File: config.mk
export PLATFORM = sky130hd
export DESIGN_NAME = json_string_unescape_utf8
export DESIGN_NICKNAME = d
export VERILOG_FILES = /design/src/jsu_pkg.sv /design/src/json_string_unescape_utf8.sv /design/src/jsu_front.sv /design/src/jsu_cmd_fifo.sv /design/src/jsu_back.sv
export SDC_FILE = /design/constraint.sdc
export NUM_CORES = 1
export LEC_CHECK = 0
export ABC_AREA = 1
export CAP_MARGIN = 10
export CORE_MARGIN = 4
export CORE_UTILIZATION = 35
export CTS_BUF_LIST = sky130_fd_sc_hd__clkbuf_4 sky130_fd_sc_hd__clkbuf_8
export DETAILED_ROUTE_END_ITERATION = 10
export DONT_BUFFER_PORTS = 1
export PLACE_DENSITY = 0.54
export SYNTH_ARGS = -nofsm -noshare
export SYNTH_HDL_FRONTEND = slang
export SYNTH_SLANG_ARGS = --single-unit
export TNS_END_PERCENT = 1
File: constraint.sdc
create_clock -name clk -period 4.25 [get_ports clk]
set_input_delay 0.2125 -clock clk [delete_from_list [all_inputs] [get_ports clk]]
set_output_delay 0.2125 -clock clk [all_outputs]
set_load 0.02 [all_outputs]
File: src/jsu_pkg.sv
// Shared types, character codes and helper functions for the JSON string unescaper.
package jsu_pkg;

  typedef enum logic [2:0] {
    MODE_NORMAL = 3'd0,
    MODE_ESC    = 3'd1,
    MODE_HEX0   = 3'd2,
    MODE_HEX1   = 3'd3,
    MODE_HEX2   = 3'd4,
    MODE_HEX3   = 3'd5,
    MODE_FAILED = 3'd6
  } mode_t;

  localparam logic [7:0] CH_QUOTE     = 8'h22;
  localparam logic [7:0] CH_BACKSLASH = 8'h5C;
  localparam logic [7:0] CH_SLASH     = 8'h2F;
  localparam logic [7:0] CH_B         = 8'h62;
  localparam logic [7:0] CH_F         = 8'h66;
  localparam logic [7:0] CH_N         = 8'h6E;
  localparam logic [7:0] CH_R         = 8'h72;
  localparam logic [7:0] CH_T         = 8'h74;
  localparam logic [7:0] CH_U         = 8'h75;

  localparam logic [7:0] CTL_BS  = 8'h08;
  localparam logic [7:0] CTL_FF  = 8'h0C;
  localparam logic [7:0] CTL_LF  = 8'h0A;
  localparam logic [7:0] CTL_CR  = 8'h0D;
  localparam logic [7:0] CTL_TAB = 8'h09;

  localparam logic [15:0] CP_MAX1 = 16'h007F;
  localparam logic [15:0] CP_MAX2 = 16'h07FF;
  localparam logic [7:0]  UTF8_LEAD2 = 8'hC0;
  localparam logic [7:0]  UTF8_LEAD3 = 8'hE0;
  localparam logic [7:0]  UTF8_CONT  = 8'h80;

  // one queued command: up to three bytes, or an error word
  typedef struct packed {
    logic [1:0]      count;   // 1..3
    logic [7:0]      b0;
    logic [7:0]      b1;
    logic [7:0]      b2;
    logic            failed;
    logic            fin;
  } cmd_t;

  typedef struct packed {
    logic       bad;
    logic [3:0] value;
  } hex_t;

  function automatic hex_t hex_digit(input logic [7:0] c);
    hex_t h;
    h.bad   = 1'b0;
    h.value = 4'd0;
    if (c >= 8'h30 && c <= 8'h39) begin
      h.value = 4'(c - 8'h30);
    end else if (c >= 8'h61 && c <= 8'h66) begin
      h.value = 4'(c - 8'h57);
    end else if (c >= 8'h41 && c <= 8'h46) begin
      h.value = 4'(c - 8'h37);
    end else begin
      h.bad = 1'b1;
    end
    return h;
  endfunction

  function automatic cmd_t utf8_encode(input logic [15:0] cp);
    cmd_t e;
    e = '0;
    if (cp <= CP_MAX1) begin
      e.count = 2'd1;
      e.b0    = cp[7:0];
    end else if (cp <= CP_MAX2) begin
      e.count = 2'd2;
      e.b0    = UTF8_LEAD2 | {3'b000, cp[10:6]};
      e.b1    = UTF8_CONT | {2'b00, cp[5:0]};
    end else begin
      e.count = 2'd3;
      e.b0    = UTF8_LEAD3 | {4'b0000, cp[15:12]};
      e.b1    = UTF8_CONT | {2'b00, cp[11:6]};
      e.b2    = UTF8_CONT | {2'b00, cp[5:0]};
    end
    return e;
  endfunction

endpackage

File: src/json_string_unescape_utf8.sv
// JSON string unescaper with UTF-8 output: top level.
// Each completed command is registered into the command queue; its result words appear at the queue head.
// Throughput: one input byte per cycle while full is low; results leave one per cycle
// while pop is held and empty is low; a \u escape is queued once its last hex digit arrives.
// full rises when the command queue holds FIFO_DEPTH entries not yet fully emitted.
// Synchronous rst clears decoder mode, hex accumulator, queue pointers and byte index.
module json_string_unescape_utf8 #(
  parameter int FIFO_DEPTH = 4
) (
  input  logic       clk,
  input  logic       rst,
  input  logic       push,
  output logic       full,
  input  logic [7:0] char_in,
  input  logic       final_char,
  output logic       empty,
  input  logic       pop,
  output logic [7:0] byte_out,
  output logic       failed,
  output logic       run_end,
  output logic       string_end
);

  jsu_pkg::cmd_t cmd, head;
  logic          cmd_valid;
  logic          head_empty;
  logic          head_done;
  logic          accept;

  assign accept = push && !full;

  jsu_front u_front (
    .clk        (clk),
    .rst        (rst),
    .accept     (accept),
    .char_in    (char_in),
    .final_char (final_char),
    .cmd_valid  (cmd_valid),
    .cmd        (cmd)
  );

  jsu_cmd_fifo #(
    .DEPTH (FIFO_DEPTH)
  ) u_fifo (
    .clk     (clk),
    .rst     (rst),
    .wr      (cmd_valid),
    .wr_data (cmd),
    .rd      (head_done),
    .rd_data (head),
    .full    (full),
    .empty   (head_empty)
  );

  jsu_back u_back (
    .clk        (clk),
    .rst        (rst),
    .head       (head),
    .head_empty (head_empty),
    .pop        (pop),
    .head_done  (head_done),
    .empty      (empty),
    .byte_out   (byte_out),
    .failed     (failed),
    .run_end    (run_end),
    .string_end (string_end)
  );

endmodule

File: src/jsu_front.sv
// Front end: escape decoder state machine, turns accepted bytes into commands.
module jsu_front (
  input  logic               clk,
  input  logic               rst,
  input  logic               accept,
  input  logic [7:0]         char_in,
  input  logic               final_char,
  output logic               cmd_valid,
  output jsu_pkg::cmd_t      cmd
);

  jsu_pkg::mode_t mode, mode_next;
  logic [15:0]    accum, accum_next;
  jsu_pkg::hex_t  hx;
  logic           fail;
  logic [15:0]    cp;

  always_ff @(posedge clk) begin
    if (rst) begin
      mode  <= jsu_pkg::MODE_NORMAL;
      accum <= '0;
    end else if (accept) begin
      mode  <= mode_next;
      accum <= accum_next;
    end
  end

  always_comb begin
    hx         = jsu_pkg::hex_digit(char_in);
    cp         = {accum[11:0], hx.value};
    mode_next  = mode;
    accum_next = accum;
    fail       = 1'b0;
    cmd        = '0;
    unique case (mode) inside
      jsu_pkg::MODE_NORMAL: begin
        if (char_in == jsu_pkg::CH_BACKSLASH && !final_char) begin
          mode_next = jsu_pkg::MODE_ESC;
        end else begin
          cmd.count = 2'd1;
          cmd.b0    = char_in;
        end
      end
      jsu_pkg::MODE_ESC: begin
        mode_next = jsu_pkg::MODE_NORMAL;
        cmd.count = 2'd1;
        case (char_in)
          jsu_pkg::CH_QUOTE:     cmd.b0 = jsu_pkg::CH_QUOTE;
          jsu_pkg::CH_BACKSLASH: cmd.b0 = jsu_pkg::CH_BACKSLASH;
          jsu_pkg::CH_SLASH:     cmd.b0 = jsu_pkg::CH_SLASH;
          jsu_pkg::CH_B:         cmd.b0 = jsu_pkg::CTL_BS;
          jsu_pkg::CH_F:         cmd.b0 = jsu_pkg::CTL_FF;
          jsu_pkg::CH_N:         cmd.b0 = jsu_pkg::CTL_LF;
          jsu_pkg::CH_R:         cmd.b0 = jsu_pkg::CTL_CR;
          jsu_pkg::CH_T:         cmd.b0 = jsu_pkg::CTL_TAB;
          jsu_pkg::CH_U: begin
            cmd.count  = 2'd0;
            fail       = final_char;
            mode_next  = jsu_pkg::MODE_HEX0;
            accum_next = '0;
          end
          default: begin
            cmd.count = 2'd0;
            fail      = 1'b1;
          end
        endcase
      end
      jsu_pkg::MODE_HEX0, jsu_pkg::MODE_HEX1, jsu_pkg::MODE_HEX2: begin
        if (hx.bad) begin
          fail = 1'b1;
        end else begin
          accum_next = cp;
          mode_next  = jsu_pkg::mode_t'(mode + 3'd1);
          fail       = final_char;
        end
      end
      jsu_pkg::MODE_HEX3: begin
        if (hx.bad) begin
          fail = 1'b1;
        end else begin
          cmd        = jsu_pkg::utf8_encode(cp);
          accum_next = '0;
          mode_next  = jsu_pkg::MODE_NORMAL;
        end
      end
      default: fail = 1'b1;   // failed, or the unused code
    endcase

    if (fail) begin
      accum_next = '0;
      cmd        = '0;
      if (final_char) begin
        mode_next  = jsu_pkg::MODE_NORMAL;
        cmd.count  = 2'd1;
        cmd.failed = 1'b1;
      end else begin
        mode_next = jsu_pkg::MODE_FAILED;
      end
    end else if (final_char) begin
      mode_next  = jsu_pkg::MODE_NORMAL;
      accum_next = '0;
    end
    cmd.fin   = final_char;
    cmd_valid = accept && (cmd.count != 2'd0);
  end

endmodule

File: src/jsu_cmd_fifo.sv
// Small register queue of commands between the decoder and the byte emitter.
module jsu_cmd_fifo #(
  parameter int DEPTH = 4
) (
  input  logic           clk,
  input  logic           rst,
  input  logic           wr,
  input  jsu_pkg::cmd_t  wr_data,
  input  logic           rd,
  output jsu_pkg::cmd_t  rd_data,
  output logic           full,
  output logic           empty
);

  localparam int PW = (DEPTH > 1) ? $clog2(DEPTH) : 1;
  localparam int CW = $clog2(DEPTH + 1);
  localparam logic [PW-1:0] LAST = PW'(DEPTH - 1);

  jsu_pkg::cmd_t mem [DEPTH];
  logic [PW-1:0] wr_ptr, rd_ptr;
  logic [CW-1:0] count;
  logic          do_wr, do_rd;

  assign full    = (count == CW'(DEPTH));
  assign empty   = (count == '0);
  assign do_wr   = wr && !full;
  assign do_rd   = rd && !empty;
  assign rd_data = mem[rd_ptr];

  always_ff @(posedge clk) begin
    if (do_wr) begin
      mem[wr_ptr] <= wr_data;
    end
  end

  always_ff @(posedge clk) begin
    if (rst) begin
      wr_ptr <= '0;
      rd_ptr <= '0;
      count  <= '0;
    end else begin
      if (do_wr) begin
        wr_ptr <= (wr_ptr == LAST) ? '0 : wr_ptr + PW'(1);
      end
      if (do_rd) begin
        rd_ptr <= (rd_ptr == LAST) ? '0 : rd_ptr + PW'(1);
      end
      if (do_wr && !do_rd) begin
        count <= count + CW'(1);
      end else if (do_rd && !do_wr) begin
        count <= count - CW'(1);
      end
    end
  end

endmodule

File: src/jsu_back.sv
// Back end: walks the bytes of the head command, one result word per pop.
module jsu_back (
  input  logic           clk,
  input  logic           rst,
  input  jsu_pkg::cmd_t  head,
  input  logic           head_empty,
  input  logic           pop,
  output logic           head_done,
  output logic           empty,
  output logic [7:0]     byte_out,
  output logic           failed,
  output logic           run_end,
  output logic           string_end
);

  logic [1:0] idx;
  logic       last;
  logic       take;

  assign empty      = head_empty;
  assign last       = (idx == head.count - 2'd1);
  assign take       = pop && !head_empty;
  assign head_done  = take && last;
  assign failed     = head.failed;
  assign run_end    = last;
  assign string_end = last && head.fin;

  always_comb begin
    case (idx)
      2'd0:    byte_out = head.b0;
      2'd1:    byte_out = head.b1;
      2'd2:    byte_out = head.b2;
      default: byte_out = head.b0;
    endcase
  end

  always_ff @(posedge clk) begin
    if (rst) begin
      idx <= '0;
    end else if (take) begin
      idx <= last ? 2'd0 : idx + 2'd1;
    end
  end

endmodule
-- Yosys cells after proc, flatten, opt, wreduce, memory -nomap -nowiden
Memory sizes are Yosys's and may differ from the RTL's. A register that Yosys moved wholly into a read port is not among the register bits.
Cells that the tools add are included.
- equal/unequal tests: 24
- magnitude comparators: 8
- multiplexer cells: 47
- $add $sub $neg: 10
- reduce and logical (&&, ||, !) cells: 28
- operators by type and width (cell ; number):
    two-way mux 12 bit ; 5
    == test 8 x 7 -> 1 bit, second input constant ; 7
    two-way mux 28 bit ; 2
    one-hot mux 7 bit (8 select lines) ; 1
    one-hot mux 12 bit (3 select lines) ; 1
    one-hot mux 10 bit (3 select lines) ; 1
    two-way mux 3 bit ; 8
    two-way mux 18 bit ; 1
    two-way mux 17 bit ; 1
    == test 8 x 6 -> 1 bit, second input constant ; 2
    >= comparator 8 x 7 -> 1 bit, second input constant ; 2
    less-or-equal comparator 16 x 11 -> 1 bit, second input constant ; 1
    less-or-equal comparator 16 x 7 -> 1 bit, second input constant ; 1
    less-or-equal comparator 8 x 7 -> 1 bit, second input constant ; 2
    two-way mux 16 bit ; 1
    one-hot mux 8 bit (2 select lines) ; 1
    logical AND 1 bit ; 13
    two-way mux 2 bit ; 6
    two-way mux 4 bit ; 3
    one-hot mux 3 bit (4 select lines) ; 1
    two-way mux 1 bit ; 10
    two-way mux 10 bit ; 1
    AND reduction 5 bit ; 2
    == test 3 bit, second input constant ; 3
    other kinds (26) ; 41
- memories: 1
- output and inout port bits: 13
- flip-flop bits (word level): 24
- logic and storage cells: 124
- bits of input ports: 13
- bits in writable memories: 112
- memories (memory ; depth ; width ; rd ports ; clocked after memory_dff ; write ports ; line ; source):
    u_fifo.mem ; 4 ; 28 ; 1 ; 1 ; 1 ; jsu_cmd_fifo.sv:19 ; jsu_pkg::cmd_t mem [DEPTH];

-- Longest topological paths before layout
- depth in word-level cells: 18
- mapped depth: 22
- depth with buffers taken out: 22

-- By module
From an unflattened synthesis, not the netlist that was laid out.
- cells, all modules: 756
- area, all modules: 6884.1 sq um
- modules (own cells, without submodules) (module ; cells an instance ; instances ; area each (sq um) ; sequential area each (sq um)):
    jsu_cmd_fifo ; 342 ; 1 ; 4654.5 ; 3543.4
    jsu_front ; 339 ; 1 ; 1840.5 ; 300.3
    jsu_back ; 73 ; 1 ; 379.1 ; 40.0
    json_string_unescape_utf8 ; 2 ; 1 ; 10.0 ; 0.0

-- Worst setup path before layout
No wires, ideal clock.
- kind: reg-to-reg
- start: register u_front.mode[0]
- end: memory u_fifo.mem[0][0] (netlist bit), enable pin
- path buffers: 0
- library setup time: 0.409 ns
- cell stages (with the launch flop): 14
- period minus slack after synthesis: 3.183 ns
- required time: 3.841 ns
- arrival time: 2.774 ns
- setup slack: 1.067 ns
- cells stage by stage: dfxtp_1 inv_1 ha_1 inv_1 nand2_1 nand2_4 inv_2 o211ai_2 inv_2 nor2_8 nand3_2 nand2_2 nand2_2 nor2_1
- longest elaborated chain between the ends: 9
- elaborated cells on any way between the ends: 15
- those cells by class: eq/ne: 5; mux: 5; reduce/logical: 5
- RTL lines (item ; line ; source):
    start, declared ; jsu_front.sv:12 ; jsu_pkg::mode_t mode, mode_next;
    start signal, assigned ; jsu_front.sv:20 ; mode <= jsu_pkg::MODE_NORMAL;
    start signal, assigned ; jsu_front.sv:23 ; mode <= mode_next;
    == test 3 bit (no source line) or == test 3 x 2 -> 1 bit (tied branches) ; n/a ;
    OR reduction 3 bit ; jsu_front.sv:35 ; unique case (mode) inside
    one-hot mux 1 bit (4 select lines) ; jsu_front.sv:35 ;
    two-way mux 28 bit (*) ; jsu_front.sv:89 ; if (fail) begin
    nonzero test 2 bit (*) ; jsu_front.sv:104 ; cmd_valid = accept && (cmd.count != 2'd0);
    logical AND 1 bit (*) ; jsu_front.sv:104 ;
    logical AND 1 bit (*) ; jsu_cmd_fifo.sv:26 ; assign do_wr = wr && !full;
    two-way mux 1 bit (*) ; jsu_cmd_fifo.sv:31 ; if (do_wr) begin
    two-way mux 1 bit (not written as such) (*) ; jsu_cmd_fifo.sv:32 ; mem[wr_ptr] <= wr_data;
    end, declared ; jsu_cmd_fifo.sv:19 ;
Every way passes the cells marked *; elsewhere a longest branch is shown, timed or not.

-- Worst setup path after layout
- start: register u_front.mode[1]
- end: register u_fifo.count[2]
- longest elaborated chain between the ends: 10
- elaborated cells on any way between the ends: 18
- those cells by class: eq/ne: 5; mux: 4; reduce/logical: 9
- RTL lines (item ; line ; source):
    == test 3 bit (no source line) or == test 3 x 2 -> 1 bit (tied branches) ; n/a ;
    OR reduction 3 bit ; jsu_front.sv:35 ;
    one-hot mux 1 bit (4 select lines) ; jsu_front.sv:35 ;
    two-way mux 28 bit (*) ; jsu_front.sv:89 ;
    nonzero test 2 bit (*) ; jsu_front.sv:104 ;
    logical AND 1 bit (*) ; jsu_front.sv:104 ;
    logical AND 1 bit (*) ; jsu_cmd_fifo.sv:26 ;
    via u_fifo.do_wr ; jsu_cmd_fifo.sv:22 ; logic do_wr, do_rd;
    logical NOT 1 bit ; jsu_cmd_fifo.sv:50 ; end else if (do_rd && !do_wr) begin
    logical AND 1 bit ; jsu_cmd_fifo.sv:50 ;
    nonzero test 2 bit (no source line) ; n/a ;
    end signal, assigned ; jsu_cmd_fifo.sv:49 ; count <= count + CW'(1);
    end signal, assigned ; jsu_cmd_fifo.sv:51 ; count <= count - CW'(1);
    end, declared ; jsu_cmd_fifo.sv:21 ; logic [CW-1:0] count;
Mark *: on every way through the listed nets, which the timed path passes. The rest lies on a longest branch.
A chain may end at the register's enable or synchronous reset.

==> impl_metrics.toml <==
[floorplanning]
chipHeight_um = 144
initial_core_util_pct = 35.9
die-area_mm2 = 0.0208
rows = 49
io_pins = 26
die_x_um = 144
core_mm2 = 0.0181

[worst_setup_path]
timing.rr.start = "u_front.mode[1]"
required_ns = 4.57
reg2reg_depth = 20
setup.worst_path.end_class = "flip-flop"
worstPathMaxFanout = 10
ff2ff_setup_slack_ns = 1.01
r2r-end = "u_fifo.count[2]"
critPathKind = "flip-flop to flip-flop"
start_kind = "flip-flop"
cp.arrival_ns = 3.56

[placement]
gp_congestion = 0.888
numPortBuffers = 0
dpl.hpwl_mm = 10.7
dpl_cell_area_mm2 = 0.00673

[route]
viasPerCell = 5.08
via_count = 4842
drt_pass1_iterations = 5
drc = 0
ant_nets = 0
wl_per_cell_um = 16.8
wl_mm = 16.0
drtIter0Drc = 356

[clock_tree]
cts_tree = "done"
postCtsSetupBuffers = 0
clk_latency_ns = 0.44
cts_buffer_depth = 2
clock-sinks = 130
clock-root-buffer = "clkbuf_8"
path_clk_slew_ns = 0.07
cts.htree.levels = 4
numCtsBuffers = 17

[logic_synthesis]
ys_types = 41
synthTopCellsByArea = "edfxtp_1 48%, dfxtp_1 8.0%, nor2_1 7.0%"
yosysTopAreaCellShare_pct = 48.0
synthAdderAreaFrac_pct = 3.39
synthesis.nets = 735
seq_area_frac_synth_pct = 56.1
mappedNetlistArea_mm2 = 0.00650
synthSimpleGateAreaFrac_pct = 22.2
yosys_warnings = 0
synth-compound-area-share_pct = 11.5
postSynthCellCount = 705
avgSynthCellArea_um2 = 9.22
synth_xor_area_share_pct = 0.269
synth_top_area_cell = "edfxtp_1"
synth_seq_cells = 130
muxShareOfSynthArea_pct = 0
synth_top_family_by_area = "simple AND/OR/NAND/NOR gates"

[status]
status = "complete, no violations"

[final_layout]
areaGrowthSynthToFinish_pct = 9.87
nNetsFinal = 741
layout-drive-gt1-share_pct = 11.9
final_cell_area_mm2 = 0.00714
antennaDiodeCount = 0

[sta]
fmax_mhz = 308
rsz0062_at_grt = "false"
hold_violations = 0
worstMarginPinSlew_ns = 0.917
final.setup_skew_ns = 0.0120
setup_viol = 0
final-max-slew-violation-count = 0
setup_tns_ns = 0
period_needed_ns = 3.24
relSlewSlack_pct = 38.4
fin_crit_sh_pct = 76.3

[grt]
grt_pass1_vias = 4744
grt_max_degree = 53
antenna_found_initial = 0
grt_pass1_wl_mm = 25.4
grtUsageTotal_pct = 16.1
grt-ovfl-total = 0

[worst_hold_path]
hp-start = "final_char"
hold_end = "u_front.accum[1]"
hp-class = "primary input to flip-flop"
holdPathStages = 5

[pwr]
ir_drop_v = 0.000245
static-leakage-power_nw = 2.77
power_density_mw_per_mm2 = 731

[job]
maxCapViolations = 0
==> cell usage in the layout (no fill, tap or decap), types with 3 or more instances in the layout <==
cell,synthesis,layout
a22oi_1,5,5
edfxtp_1,104,104
clkinv_2,1,4
nand4_1,5,5
nand3_2,3,3
nand3_1,42,42
o21ai_1,9,9
clkbuf_8,0,19
nor3_1,6,6
o21ai_0,52,52
nand2_4,3,3
nand2_2,9,9
dfxtp_1,26,26
clkbuf_4,0,6
nor2_2,9,13
o22ai_1,19,19
ha_1,16,16
inv_1,72,72
nand2_1,120,120
inv_2,5,5
a21oi_1,23,23
nor2_1,121,117
buf_4,1,9
a31oi_1,10,10
==> metrics by stage <==
step / util (%) / setup slack [ns] / total power, mW / instances / hold WS, ns
final: 39.5 / 1.01 / 5.22 / 953 / 0.0483
after global routing: 39.5 / 0.611 / 5.60 / 953 / 0.106
after CTS: 39.5 / 0.983 / 5.27 / 953 / 0.0182
after detailed placement: 37.2 / 1.00 / 4.23 / 919 / 0.289
after global placement: 37.2 / 1.16 / 4.18 / 919 / 0.287
after floorplan: - / 1.07 / 3.63 / 705 / 0.311
==> flip-flops by register name (all words and copies together) (netlist names), named ones only <==
name / cells
u_back.idx: 2
u_fifo.count: 3
u_fifo.mem: 104
u_fifo.rd_ptr: 2
u_fifo.wr_ptr: 2
u_front.accum: 12
u_front.mode: 3
==> logic make-up (layout without fill, tap and decap cells) <==
group / count (synthesis) / count (layout)
AOI/OAI and AO/OA: 130 / 130
xor gates and xnor gates: 2 / 2
and+or+nand+nor: 324 / 324
DFF: 130 / 130
buffers and inverters: 102 / 121
adders and majority gates: 17 / 17
==> cells in the mapped netlist <==
library cell / number
nand2_1: 120
buf_2: 3
o22a_1: 1
nand3_2: 3
buf_6: 2
o21ai_1: 9
nand2_4: 3
a31oi_1: 10
buf_4: 1
nand4_1: 5
ha_1: 16
o22ai_1: 19
xor2_1: 2
inv_2: 5
buf_1: 1
nor2_4: 2
dfxtp_1: 26
nor2_2: 9
nor3_2: 1
clkbuf_1: 15
fa_1: 1
o21bai_1: 1
clkinv_2: 1
edfxtp_1: 104
nor2_1: 121
nand3_4: 2
a22oi_1: 5
a21oi_4: 1
inv_1: 72
o211ai_2: 1
o211ai_1: 2
nor2_8: 1
nand3_1: 42
buf_8: 2
a21oi_2: 2
o21ai_2: 2
a21oi_1: 23
a211oi_1: 2
nand2_2: 9
o21ai_0: 52
nor3_1: 6
==> worst max-delay path, stage by stage, from the launching register on <==
cell	delay, ns
dfxtp_1	0.39
inv_1	0.10
ha_1	0.21
inv_1	0.07
nor2_2	0.05
nand3_1	0.11
nand2_1	0.09
a21oi_4	0.22
nand3_2	0.26
nand2_1	0.16
nand2_1	0.10
nand2_2	0.12
nand2_2	0.12
inv_1	0.09
ha_1	0.13
inv_1	0.06
fa_1	0.38
a21oi_1	0.14
o21ai_0	0.11
o21ai_0	0.16
a21oi_1	0.06
==> worst max-delay path by stage <==
stage,startpoint,endpoint,cells past startpoint
finish,u_front.mode[1],u_fifo.count[2],20
CTS,u_front.mode[1],u_fifo.count[2],20
global route,u_front.mode[1],u_fifo.count[2],20
global placement,u_front.mode[1],u_fifo.count[2],20
floorplan,u_front.mode[0],u_fifo.mem[0][0],13
detailed placement,u_front.mode[0],u_fifo.count[2],20
==> metal layers <==
layer	global-route usage [%]	vias to the layer above	routed length, µm
met5	0	-	0
met2	26.0	112	7570
met3	2.94	27	613
met1	21.7	2308	7540
li1	-	2395	-
met4	5.84	0	322
==> timing repair <==
item / in CTS / in global routing
gates resized for setup: 0 / 0
endpoints found under the hold margin: 13 / 0
hold buffers: 2 / 0
==> final cells by class <==
cell class / instances / area, µm²
multi-input cells: 473 / 2440
well taps: 229 / 287
repair buffers: 11 / 87.6
flip-flops and latches: 130 / 3640
clock inverters: 7 / 86.3
inverters: 78 / 294
clock buffers: 25 / 307
fillers: 1749 / 10900
==> power breakdown <==
group	internal (mW)	switching [mW]	leakage (nW)
registers	1.79	0.131	1.20
logic	0.602	1.66	1.36
clock network	0.586	0.453	0.206
Note: power is estimated with default switching activity, not from simulation.
